--- src/rtl/core/ffba_pkg.sv ---
// Package: shared constants, codes and types of the first-fit allocator.
package ffba_pkg;
	localparam int MAX_BLOCKS_DEF   = 256;
	localparam int HEADER_BYTES_DEF = 32;

	localparam logic [31:0] HEAP_LIMIT_RST  = 32'd1048576;
	localparam logic [31:0] MAX_REQUEST_RST = 32'd100000000;

	typedef enum logic [1:0] {
		REQ_ALLOC   = 2'd0,
		REQ_CALLOC  = 2'd1,
		REQ_FREE    = 2'd2,
		REQ_REALLOC = 2'd3
	} req_t;

	typedef enum logic [1:0] {
		ST_OK    = 2'd0,
		ST_SIZE  = 2'd1,
		ST_NOMEM = 2'd2,
		ST_NONE  = 2'd3
	} status_t;

	typedef enum logic [1:0] {
		MOV_NONE = 2'd0,
		MOV_ZERO = 2'd1,
		MOV_COPY = 2'd2
	} mover_t;

	typedef enum logic [1:0] {
		CFG_HEAP_BASE   = 2'd0,
		CFG_HEAP_LIMIT  = 2'd1,
		CFG_MAX_REQUEST = 2'd2
	} cfg_idx_t;

	typedef struct packed {
		logic [1:0]  req_type;
		logic [31:0] size;
		logic [31:0] count;
		logic [31:0] handle;
	} req_word_t;

	typedef struct packed {
		logic [1:0]  status;
		logic [31:0] address;
		logic [1:0]  mover_op;
		logic [31:0] mover_src;
		logic [31:0] mover_len;
		logic [8:0]  free_blocks;
		logic [31:0] free_bytes;
		logic [8:0]  used_blocks;
		logic [31:0] used_bytes;
		logic [31:0] meta_bytes;
	} rsp_word_t;
endpackage

--- src/rtl/core/ffba_mul.sv ---
// Multi-cycle shift-add multiplier: 32x32 to 64 bits, two bits per cycle.
module ffba_mul import ffba_pkg::*; (
	input  logic        clk,
	input  logic        arst_n,
	input  logic        start,
	input  logic [31:0] a,
	input  logic [31:0] b,
	output logic        done,
	output logic [63:0] prod
);
	logic [63:0] acc_q;
	logic [63:0] mcand_q;
	logic [31:0] mplier_q;
	logic [4:0]  cnt_q;
	logic        busy_q;
	logic [63:0] step;

	always_comb begin
		step = acc_q;
		if (mplier_q[0]) step = step + mcand_q;
		if (mplier_q[1]) step = step + {mcand_q[62:0], 1'b0};
	end

	always_ff @(posedge clk or negedge arst_n) begin
		if (!arst_n) begin
			busy_q <= 1'b0;
			cnt_q  <= '0;
			done   <= 1'b0;
		end else begin
			done <= 1'b0;
			if (start) begin
				busy_q <= 1'b1;
				cnt_q  <= '0;
			end else if (busy_q) begin
				cnt_q <= cnt_q + 5'd1;
				if (cnt_q == 5'd15) begin
					busy_q <= 1'b0;
					done   <= 1'b1;
				end
			end
		end
	end

	always_ff @(posedge clk) begin
		if (start) begin
			acc_q    <= '0;
			mcand_q  <= {32'd0, a};
			mplier_q <= b;
		end else if (busy_q) begin
			acc_q    <= step;
			mcand_q  <= {mcand_q[61:0], 2'b00};
			mplier_q <= {2'b00, mplier_q[31:2]};
		end
	end

	assign prod = acc_q;
endmodule

--- config.mk ---
export PLATFORM = sky130hd
export DESIGN_NAME = ffba_mul
export DESIGN_NICKNAME = d
export VERILOG_FILES = /design/src/rtl/core/ffba_pkg.sv /design/src/rtl/core/ffba_mul.sv
export SDC_FILE = /design/constraint.sdc
export NUM_CORES = 1
export LEC_CHECK = 0
export BUFFER_PORTS_ARGS = -buffer_cell sky130_fd_sc_hd__buf_2
export CAP_MARGIN = 0
export CORE_MARGIN = 2
export CORE_UTILIZATION = 47
export CTS_CLUSTER_DIAMETER = 60
export CTS_CLUSTER_SIZE = 40
export DETAILED_ROUTE_END_ITERATION = 16
export GPL_TIMING_DRIVEN = 1
export PLACE_DENSITY = 0.65
export SLEW_MARGIN = 15
export SYNTH_ARGS = -nofsm -noshare
export SYNTH_HDL_FRONTEND = slang
export SYNTH_SLANG_ARGS = --single-unit
--- constraint.sdc ---
create_clock -name clk -period 10.2 [get_ports clk]
set_input_delay 0.51 -clock clk [delete_from_list [all_inputs] [get_ports clk]]
set_output_delay 0.51 -clock clk [all_outputs]
set_load 0.02 [all_outputs]
# Word-level counts from Yosys, hierarchy flattened
# Cells that the tools add are included.
# classes
add_sub_neg	3
eq_ne	1
mux	14
reduce_logical	1
# ops
operator	n
64-bit adder	2
32-bit 2-to-1 mux	4
64-bit 2-to-1 mux	2
5-bit 2-to-1 mux	2
1-bit 2-to-1 mux	6
5-bit by 1-bit adder with 5-bit output (second input constant)	1
5-bit by 4-bit equality test with 1-bit output (second input constant)	1
2-bit nonzero test	1
# word_totals
regBits	167
input_bits	67

# Longest topological paths before layout
# Gate-level depths: netlist of run 1.
# logic_depth
ltp_word	4
mapped_depth	27
ltp_nobuf	27

# Worst setup path before layout of run 1
# No wires, ideal clock.
# synth_timing
path_kind	reg2reg
start	reg acc_q[0] (netlist: prod[0])
end	reg acc_q[63] (netlist: prod[63])
setup_ns	0.116
t_arrival_ns	5.399
required_ns	10.084
path_slack_ns	4.685
stages_incl_launch_ff	27
n_path_buf	1
synth_period_minus_slack_ns	5.515
path_cell_list	dfxtp_1 -> ha_1 -> inv_1 -> fa_1 -> nor2b_1 -> o31ai_1 -> o211ai_2 -> a21o_2 -> nand2_2 -> o31a_1 -> o41ai_1 -> xnor2_1 -> mux2_2 -> ha_1 -> clkbuf_1 -> nand2_1 -> o311ai_0 -> o22ai_1 -> nand3_1 -> nor3_1 -> nor3_1 -> o2111ai_1 -> a21oi_1 -> mux2_2 -> xnor2_1 -> a21oi_1 -> a31o_2
# synth_between
elab_chain_len	4
# synth_lines
element	line	rtl
from (decl)	ffba_mul.sv:11	logic [63:0] acc_q;
from (signal assigned)	ffba_mul.sv:50	acc_q <= step;
64-bit adder	ffba_mul.sv:20	if (mplier_q[0]) step = step + mcand_q;
64-bit 2-to-1 mux (*)	ffba_mul.sv:20	
64-bit adder	ffba_mul.sv:21	if (mplier_q[1]) step = step + {mcand_q[62:0], 1'b0};
64-bit 2-to-1 mux (*)	ffba_mul.sv:21	
# Mark *: on every way between the ends. The rest lies on a longest branch, timed or not.
# A chain may end at the register's enable or synchronous reset.

# Final worst setup path of run 1
# layout_timing
start	reg mcand_q[0]
end	reg acc_q[63] (netlist: prod[63])
# layout_between
elab_chain_len	4
# layout_lines
element	line	rtl
from (decl)	ffba_mul.sv:12	logic [63:0] mcand_q;
from (signal assigned)	ffba_mul.sv:47	mcand_q <= {32'd0, a};
from (signal assigned)	ffba_mul.sv:51	mcand_q <= {mcand_q[61:0], 2'b00};
64-bit adder	ffba_mul.sv:20	
64-bit 2-to-1 mux	ffba_mul.sv:20	
64-bit adder	ffba_mul.sv:21	
64-bit 2-to-1 mux (*)	ffba_mul.sv:21	
# Marks and branches as above.

==> key figures, run 1 <==
Critical path
  – CP bufs+invs: 1
  – Cell family with the largest share of critical-path delay: compound AO/OA/AOI/OAI gates
  – Worst Path Required: about 11 ns
  – CP Capture Type: flop
  – Critical path class: reg -> reg
  – Startpoint Class: flop
  – CP max-delay cell: o31ai_1
  – Crit Path Max Fanout: 8
  – Worst Path Arrival: 6.85 ns
  – Crit path largest cell delay: 0.54 ns

Timing
  – Final setup vio count: 0
  – Final min period: ~6.5 ns
  – Clock Skews: 0.0180 ns
  – Final Hold Fails: 0
  – Tcrit/Tclk final: 63.6%
  – Slew Limit Fails: 0
  – TNS Setup: 0 ns
  – FMAX: 0.154 GHz
  – Worst-Margin Slew: 1.04 ns
  – RSZ-0062 raised after global routing: no
  – Max-slew headroom: 30.8%

Final layout
  – Area grow syn2layout: 9.33%
  – Final nets: 2060
  – Utilization after layout: approximately 52%
  – Most frequent cells in the layout: a21oi_1 (169), nor2_1 (167), nand2_1 (152), ha_1 (136), buf_2 (130)
  – ANT cells: 0
  – Most common cell after layout, fill and taps aside: a21oi_1
  – Layout cells sized above 1: 16.5%

Global route
  – M2 GR Usage: 45.2%
  – Initial antenna violation count: 0
  – Met3 GRT Util: 4.89%
  – GR Util met1: 37.4%
  – Total grt overflow: 0
  – Total GRT Usage: 27.9%
  – Gr busiest metal: met2
  – Pin count of the biggest net entering global routing: 97
  – Vias in the first global route: between 10000 and 15000
  – First-pass GRT wire length: 74500 µm

Logic synthesis
  – Avg Inst Size Synth: 8.40 µm²
  – Mapped Nets: 2007
  – Asr flop ratio synth: 4.19%
  – Sequential element share of the synthesized area: between 20% and 30%
  – Post-Syn Area: around 0.015 mm²
  – Yosys reg bits: about 170
  – Number of flops mapped to enable cells by yosys: 64
  – Post-synthesis instance total: about 1800
  – Yosys cell types: between 70 and 80
  – Top_reg_cell synth: dfxtp_1
  – Yosys warnings: 0

Power and ir drop
  – Switching power: 1.78 mW
  – PwrDens: 229 mW/mm²
  – Leakage power: 7.79 nW
  – Peak supply drop: 0.158 mV
  – Clock power frac: between 10% and 20%
  – Internal power: roughly 2 mW
  – Comb power frac: about 60%
  – Seq pwr share: 23.5%
  – Sw Ratio: between 40% and 50%

Routing
  – DR vias/cell: ~6.3
  – Vias: between 10000 and 15000
  – First DRT Iteration DRCs: between 1000 and 1500
  – Routed len/inst: 20.6 µm
  – Routed wire length: 46700 µm
  – ANT nets after route: 0
  – Residual DRC: 0
  – 1st-pass router iterations: 5

Clock tree
  – H-Tree Depth: 4
  – Number of clock sinks: 167
  – Clock transition at path regs: 0.08 ns
  – CTS tree: yes
  – Clk root buf: clkbuf_16
  – Worst skew pair latency: between 0.4 and 0.5 ns
  – # Post-CTS Setup Buffers: 0
  – Cts bufs inserted: 17
  – Clock buffer depth: 2

Run
  – Max-cap violations: 0

Die
  – Top-level I/O count: 132
  – Rows: 65
  – Initial core utilization: a little under half
  – Die height: 183 µm
  – Core area: roughly 0.032 mm²
  – Die footprint: 0.0337 mm²
  – DIE WIDTH: about 180 µm

Placed design
  – Number of port buffers: roughly 130
  – DP HPWL: 35200 µm
  – GP Congestion: 0.988

Min path
  – Hold Crit Class: in -> reg

Outcome
  – Outcome: finished clean
## cell type report
type	instances	area (µm²)
multi-input combinational	1492	10600
sequential	167	4020
timing repair buffer	142	747
clock buffer	19	433
fill	3027	15100
tap	402	503
inverter	35	131
clock inverter	13	143
## metrics by stage
step / setup WS [ns] / power (mW) / hold WS (ns) / std cells / cell area [µm²]
6_report: 3.71 / 3.80 / 0.323 / 2270 / 16600
5_1_grt: 3.38 / 4.06 / 0.325 / 2270 / 16600
4_1_cts: 3.87 / 3.77 / 0.303 / 2270 / 16600
3_5_place_dp: 3.88 / 3.09 / 0.355 / 2237 / 16000
3_3_place_gp: 4.02 / 3.09 / 0.350 / 2237 / 16000
2_1_floorplan: 4.68 / 2.53 / 0.214 / 1802 / 15100
## worst reg2reg max path, cell delays in order, from the launching register on
cell and delay, ns:
edfxtp_1 0.45, ha_1 0.25, inv_1 0.08, fa_1 0.21, nor2b_1 0.07, o31ai_1 0.54
o211ai_2 0.19, o2111ai_1 0.24, a31o_2 0.27, nand2_1 0.19, a311oi_1 0.44, xnor2_1 0.10
mux2_2 0.29, ha_1 0.46, nand2_1 0.14, o311ai_0 0.50, o22ai_1 0.23, nand3_1 0.11
nor3_1 0.08, nor3_1 0.32, o2111ai_1 0.20, a21oi_1 0.19, mux2_2 0.35, xnor2_1 0.20
a21oi_1 0.09, a31o_2 0.24
## sequential cells by signal (all words and copies together), names as in the netlist
signal / count
busy_q: 1
mcand_q: 64
mplier_q: 32
done: 1
prod: 64
cnt_q: 5
## logic make-up after synthesis
group,count (synthesis),synth area share (%)
AO/OA/AOI/OAI,582,25.1
XOR/XNOR,118,6.83
adder cells (fa/ha/maj),138,11.5
buffers and inverters,143,3.62
flip-flops,167,26.5
multiplexers,157,11.3
AND/OR/NAND/NOR,497,15.0
## metal layers
layer | part of all wire (%) | vias to the layer above
met4 | 2.8 | 0
li1 | - | 6802
met1 | 45 | 6807
met2 | 46 | 493
met5 | 0 | -
met3 | 5.9 | 88
## path summary, 6_finish.rpt
check	start	to	slack, ns	cells after the start
setup / recovery	mcand_q[0]	prod[63]	3.71	25
hold / removal	b[30]	mplier_q[30]	0.32	2
setup reg to reg	mcand_q[0]	prod[63]	3.71	25
hold reg to reg	prod[0]	prod[0]	0.50	2
max in group asynchronous	arst_n	busy_q	9.60	2
min in group asynchronous	arst_n	done	0.42	2
## synth_stat cells, types with 9 or more instances
cell      number  area share, %
o211ai_1      16           0.79
xor2_1        45            2.6
buf_2          9           0.30
o21ai_0       85            2.8
xnor2_1       73            4.2
o21ai_1       12           0.40
nand2_1      152            3.8
o21bai_1      20           0.99
and3_1        12           0.50
a31oi_1       16           0.66
dfxtp_1       96             13
mux2_2       115            8.6
o31ai_1       13           0.64
mux2i_1       42            2.8
nor3_1        27           0.89
a311oi_1      14           0.81
nor2_1       167            4.1
inv_1         35           0.87
nand4_1       40            1.7
clkbuf_1      92            2.3
nand3_1       32            1.1
nor2b_1       13           0.54
a21o_1        97            4.8
o21a_1        19           0.94
a211oi_1      49            2.4
edfxtp_1      64             13
nand2b_1      13           0.54
a21oi_1      169            5.6
ha_1         136             11
## power groups by stage
stage | registers [mW] | logic [mW] | clock network [mW]
2_1_floorplan | 0.936 | 1.60 | 0
3_3_place_gp | 0.903 | 2.18 | 0
3_5_place_dp | 0.904 | 2.19 | 0
4_1_cts | 0.890 | 2.21 | 0.670
5_1_grt | 0.902 | 2.46 | 0.696
6_report | 0.892 | 2.25 | 0.658
## what timing repair did
item,CTS,global route
hold endpoints to repair,7,0
hold buffers,1,0
resized for setup,0,0
Note: power is estimated with default switching activity, not from simulation.
==> inputs of run 2 (changes only) <==
clock period = 6.69 ns   (was 10.2 ns; I/O delays follow)
==> key figures, run 2 (same netlist as run 1, synthesis figures left out) <==
Outcome
  – Outcome: finished clean

Timing
  – Slew Limit Fails: 0
  – FMAX: 0.159 GHz
  – RSZ-0062 raised after global routing: no
  – Hold WS: about 0.14 ns
  – Tcrit/Tclk final: 94.0%
  – TNS Setup: 0 ns
  – Final min period: roughly 6.3 ns
  – Clock Skews: 0.0183 ns
  – Worst-Margin Slew: 0.897 ns
  – Max-slew headroom: between 40% and 50%
  – Final Hold Fails: 0
  – Final setup vio count: 0

Placed design
  – Number of port buffers: 131
  – DP HPWL: 33800 µm
  – Post-Place Cell Area: ~0.016 mm²
  – GP Congestion: 0.981

Critical path
  – CP bufs+invs: 1
  – Startpoint Class: flop
  – Worst Path Arrival: 6.65 ns
  – Critical path, cell by cell: ha_1 -> inv_1 -> fa_1 -> nor2b_1 -> o31ai_1 -> nand2b_1 -> a21o_1 -> a21o_1 -> a21oi_1 -> xnor2_1 -> mux2_2 -> ha_1 -> nand3_1 -> nor4_1 -> o211ai_1 -> nand3_1 -> o211ai_1 -> a211oi_2 -> a21oi_1 -> o21ai_1 -> o22ai_1 -> o211ai_1 -> xnor2_1 -> a2111oi_0
  – Cell with the most instances on the worst path: o211ai_1
  – CP max-delay cell: o31ai_1
  – Crit path largest cell delay: 0.57 ns
  – Worst Setup SP: mcand_q[0]
  – Critical path class: reg -> reg
  – Crit Path Max Fanout: 6
  – R2R Path Start: mcand_q[0]
  – CP Capture Type: flop
  – Cell family with the largest share of critical-path delay: compound AO/OA/AOI/OAI gates
  – Worst Path Required: between 7 and 8 ns

Clock tree
  – CTS tree: yes
  – Clock transition at path regs: 0.08 ns
  – H-Tree Depth: 4
  – Worst skew pair latency: ~0.48 ns
  – Number of clock sinks: 167
  – Clock buffer depth: 2
  – Clk root buf: clkbuf_16
  – Cts bufs inserted: 17

Global route
  – Total GRT Usage: 26.6%
  – First-pass GRT wire length: 71200 µm
  – Initial antenna violation count: 0
  – Total grt overflow: 0
  – Pin count of the biggest net entering global routing: between 90 and 100
  – Vias in the first global route: 13300

Final layout
  – Most frequent cells in the layout: a21oi_1 (168), nor2_1 (167), nand2_1 (152), ha_1 (136), buf_2 (130)
  – Layout cells sized above 1: 16.9%
  – Most common cell after layout, fill and taps aside: a21oi_1
  – Layout filler cell count: around 3000
  – ANT cells: 0
  – Area grow syn2layout: 9.73%
  – Design area: between 0.015 and 0.02 mm²
  – Final nets: 2061

Die
  – Rows: 65
  – DIE WIDTH: 183 µm
  – Top-level I/O count: 132
  – Initial core utilization: between 40% and 50%
  – Core area: 0.0316 mm²
  – Die height: 183 µm
  – Die footprint: 0.0337 mm²

Routing
  – Residual DRC: 0
  – First DRT Iteration DRCs: 959
  – 1st-pass router iterations: 8
  – Routed len/inst: 19.8 µm
  – ANT nets after route: 0
  – Vias: 14000
  – Routed wire length: 45000 µm
  – DR vias/cell: 6.17

Power and ir drop
  – Sw Ratio: 46.7%
  – Peak supply drop: between 0.2 and 0.3 mV
  – Internal power: 3.09 mW
  – Leakage power: 7.83 nW
  – PwrDens: 349 mW/mm²
  – Seq pwr share: 23.3%
  – Switching power: 2.71 mW
  – Clock power frac: 17.9%
  – Comb power frac: just under 60%

Min path
  – Hold wc startpoint: b[31]
  – Hold Crit Class: in -> reg

Run
  – Max-cap violations: 0
==> run 2: cell count changes in the layout (fill, tap and decap cells not counted), moves of 2 or more <==
| cell | previous run | this run |
|---|---|---|
| clkinv_4 | 3 | 1 |
| inv_6 | 2 | 4 |
| inv_8 | 3 | 5 |
| clkbuf_1 | 2 | 0 |
==> run 2: worst reg2reg max path: cells and delay by family (launching register included) <==
| kind | cells | cell delay (ns) |
|---|---|---|
| buffers and inverters | 1 | 0.08 |
| adders and majority gates | 3 | 0.86 |
| xor gates and xnor gates | 2 | 0.17 |
| DFF | 1 | 0.45 |
| muxes | 1 | 0.29 |
| AOI/OAI and AO/OA | 12 | 3.19 |
| and+or+nand+nor | 5 | 1.15 |
==> run 2: per-stage QoR <==
step                      std cells  util, %  power (mW)  setup WS (ns)
after floorplan                1802        -        3.86           1.17
after global placement         2238     50.5        4.66          0.688
after detailed placement       2238     50.5        4.68          0.486
after CTS                      2271     52.4        5.75          0.457
after global routing           2271     52.5        6.18         0.0107
final                          2271     52.5        5.80          0.404
==> run 2: power by group through the flow <==
| stage | clock, mW | sequential (mW) | combinational (mW) |
|---|---|---|---|
| 2_1_floorplan | 0 | 1.43 | 2.44 |
| 3_5_place_dp | 0 | 1.38 | 3.31 |
| 5_1_grt | 1.09 | 1.37 | 3.72 |
| 3_3_place_gp | 0 | 1.37 | 3.29 |
| 4_1_cts | 1.06 | 1.35 | 3.34 |
| 6_report | 1.04 | 1.36 | 3.41 |
==> run 2: final timing paths <==
check / end / slack (ns) / depth (start not counted)
max in group asynchronous: busy_q / 6.28 / 2
min in group asynchronous: done / 0.23 / 2
hold / removal: mplier_q[31] / 0.14 / 2
setup reg to reg: prod[62] / 0.40 / 24
setup / recovery: prod[62] / 0.40 / 24
hold reg to reg: prod[0] / 0.49 / 2
==> run 2: layer usage <==
| layer | global-route usage [%] | vias up | part of all wire [%] |
|---|---|---|---|
| li1 | - | 6838 | - |
| met5 | 0 | - | 0 |
| met2 | 43.0 | 490 | 46 |
| met3 | 4.62 | 96 | 6.4 |
| met1 | 35.4 | 6578 | 45 |
| met4 | 9.95 | 0 | 3.1 |
==> run 2: area by class of cell <==
class / instances / area (µm²) / area share (%)
Multi-Input combinational cell: 1492 / 10600 / 63.8
Sequential cell: 167 / 4020 / 24.2
Timing Repair Buffer: 143 / 754 / 4.54
Tap cell: 402 / 503 / 3.03
Clock buffer: 19 / 464 / 2.79
Clock inverter: 13 / 140 / 0.844
Inverter: 35 / 131 / 0.791
==> run 2: timing repair <==
| item | 4_1_cts | 5_1_grt |
|---|---|---|
| setup buffers | 0 | 0 |
| setup endpoints to repair | 0 | 1 |
| resized for setup | 0 | 5 |
| hold buffers | 1 | 0 |
| hold endpoints to repair | 7 | 0 |
==> inputs of run 3 (changes only) <==
CORE_UTILIZATION = 62   (was 47)
PLACE_DENSITY = 0.82   (was 0.65)
==> key figures, run 3 (same netlist as run 1, synthesis figures left out) <==
Clock tree
  – CTS tree: yes
  – Cts bufs inserted: 17
  – Worst skew pair latency: between 0.4 and 0.5 ns
  – H-Tree Depth: 4
  – Clk root buf: clkbuf_16
  – Number of clock sinks: 167
  – Clock transition at path regs: 0.09 ns
  – Clock buffer depth: 2

Routing
  – Residual DRC: 0
  – DR vias/cell: 6.55
  – Vias: roughly 14000
  – 1st-pass router iterations: 6
  – Routed len/inst: 20.4 µm
  – ANT nets after route: 0
  – First DRT Iteration DRCs: 1370
  – Routed wire length: roughly 45000 µm

Critical path
  – Worst Path Required: ~7 ns
  – Flop2flop setup slack: 0.47 ns
  – CP max-delay cell: a2111oi_0
  – Crit path largest cell delay: between 0.4 and 0.5 ns
  – Cell with the most instances on the worst path: a21oi_1
  – CP Capture Type: flop
  – CP bufs+invs: 0
  – Cell family with the largest share of critical-path delay: compound AO/OA/AOI/OAI gates
  – Crit Path Max Fanout: 10
  – Critical path, cell by cell: ha_2 -> nand4_1 -> nor3_2 -> nand4_1 -> o311ai_1 -> a2bb2oi_1 -> a31o_2 -> a21oi_1 -> o31ai_1 -> xnor2_1 -> mux2_2 -> ha_1 -> a21o_1 -> a21o_1 -> a21oi_1 -> o21ai_0 -> a211oi_1 -> o21ai_0 -> a21oi_1 -> o21ai_1 -> o22ai_1 -> o211ai_1 -> xnor2_1 -> a2111oi_0
  – Critical path class: reg -> reg
  – Startpoint Class: flop
  – Worst Path Arrival: roughly 6.5 ns

Timing
  – Slew Limit Fails: 0
  – Fin worst setup slack: between 0.4 and 0.5 ns
  – Worst-Margin Slew: roughly 1.0 ns
  – Tcrit/Tclk final: between 90% and 100%
  – Final Hold Fails: 0
  – Final min period: 6.22 ns
  – Clock Skews: between 0.015 and 0.02 ns
  – Final setup vio count: 0
  – FMAX: 0.161 GHz
  – Max-slew headroom: 33.4%
  – Hold WS: 0.150 ns
  – RSZ-0062 raised after global routing: no
  – TNS Setup: 0 ns

Placed design
  – GP Congestion: between 1 and 1.5
  – Number of port buffers: between 100 and 150
  – DP HPWL: around 34000 µm
  – Post-place setup slack: 0.534 ns
  – Post-Place Cell Area: about 0.016 mm²

Final layout
  – Most frequent cells in the layout: a21oi_1 (169), nor2_1 (167), nand2_1 (152), ha_1 (135), buf_2 (130)
  – Most common cell after layout, fill and taps aside: a21oi_1
  – Final nets: ~2100
  – ANT cells: 0
  – Design area: between 0.015 and 0.02 mm²
  – Area grow syn2layout: 9.31%
  – Layout cells sized above 1: 16.9%

Die
  – DIE WIDTH: about 160 µm
  – Die height: 160 µm
  – Die footprint: 0.0257 mm²
  – Initial core utilization: between 60 and 70%
  – Rows: 57
  – Core area: around 0.024 mm²
  – Top-level I/O count: 132

Run
  – Max-cap violations: 0

Global route
  – Total grt overflow: 0
  – Total GRT Usage: 34.2%
  – Vias in the first global route: 14000
  – Initial antenna violation count: 0
  – Pin count of the biggest net entering global routing: between 100 and 150
  – First-pass GRT wire length: 71300 µm

Power and ir drop
  – PwrDens: between 300 and 400 mW/mm²
  – Peak supply drop: between 0.3 and 0.4 mV
  – Leakage power: 7.83 nW

Outcome
  – Outcome: finished clean

Min path
  – Hold Crit Class: in -> reg
==> run 3: cell count changes in the layout (fill, tap and decap cells not counted), moves of 3 or more <==
cell / previous run / this run
clkinv_8: 2 / 6
inv_12: 0 / 4
inv_6: 4 / 1
inv_8: 5 / 2
==> run 3: area by class of cell <==
cell class	count	area (µm²)
Tap cell	324	405
Clock buffer	17	425
Fill cell	2007	7630
Clock inverter	15	210
Inverter	35	131
Multi-Input combinational cell	1492	10600
Timing Repair Buffer	144	774
Sequential cell	167	4020
==> run 3: timing repair <==
action / in CTS / in global routing
hold endpoints to repair: 7 / 0
hold buffers: 1 / 0
endpoints found under the setup margin: 0 / 7
gates resized for setup: 0 / 3
buffers inserted: 0 / 0
==> run 3: worst paths after layout <==
kind	start	to	depth (start not counted)
min in group asynchronous	arst_n	cnt_q[2]	2
max in group asynchronous	arst_n	busy_q	2
worst max-delay path	mcand_q[20]	prod[62]	24
worst max register to register	mcand_q[20]	prod[62]	24
worst min-delay path	b[31]	mplier_q[31]	2
worst min register to register	prod[0]	prod[0]	2
==> run 3: report_power, final <==
| part | switching (mW) | leakage, nW | total, mW | internal (mW) |
|---|---|---|---|---|
| Sequential | 0.151 | 1.56 | 1.35 | 1.20 |
| Combinational | 2.11 | 5.97 | 3.48 | 1.38 |
| Clock | 0.555 | 0.301 | 1.08 | 0.521 |
| Total | 2.81 | 7.83 | 5.91 | 3.10 |
==> run 3: metal layers <==
metal  routed length (µm)  vias to the layer above  GRT usage (%)
met1                18600                     6794           42.2
met2                21300                      623           58.4
met4                 1950                        0           16.3
li1                     -                     6812              -
met3                 2960                      144           5.45
met5                    0                        -              0
==> run 3: through the flow <==
stage | std cells | power [mW] | util, %
after floorplan | 1802 | 3.86 | -
after global placement | 2161 | 4.71 | 65.8
after detailed placement | 2161 | 4.74 | 65.8
after CTS | 2194 | 5.83 | 68.4
after global routing | 2194 | 6.25 | 68.4
final | 2194 | 5.91 | 68.4
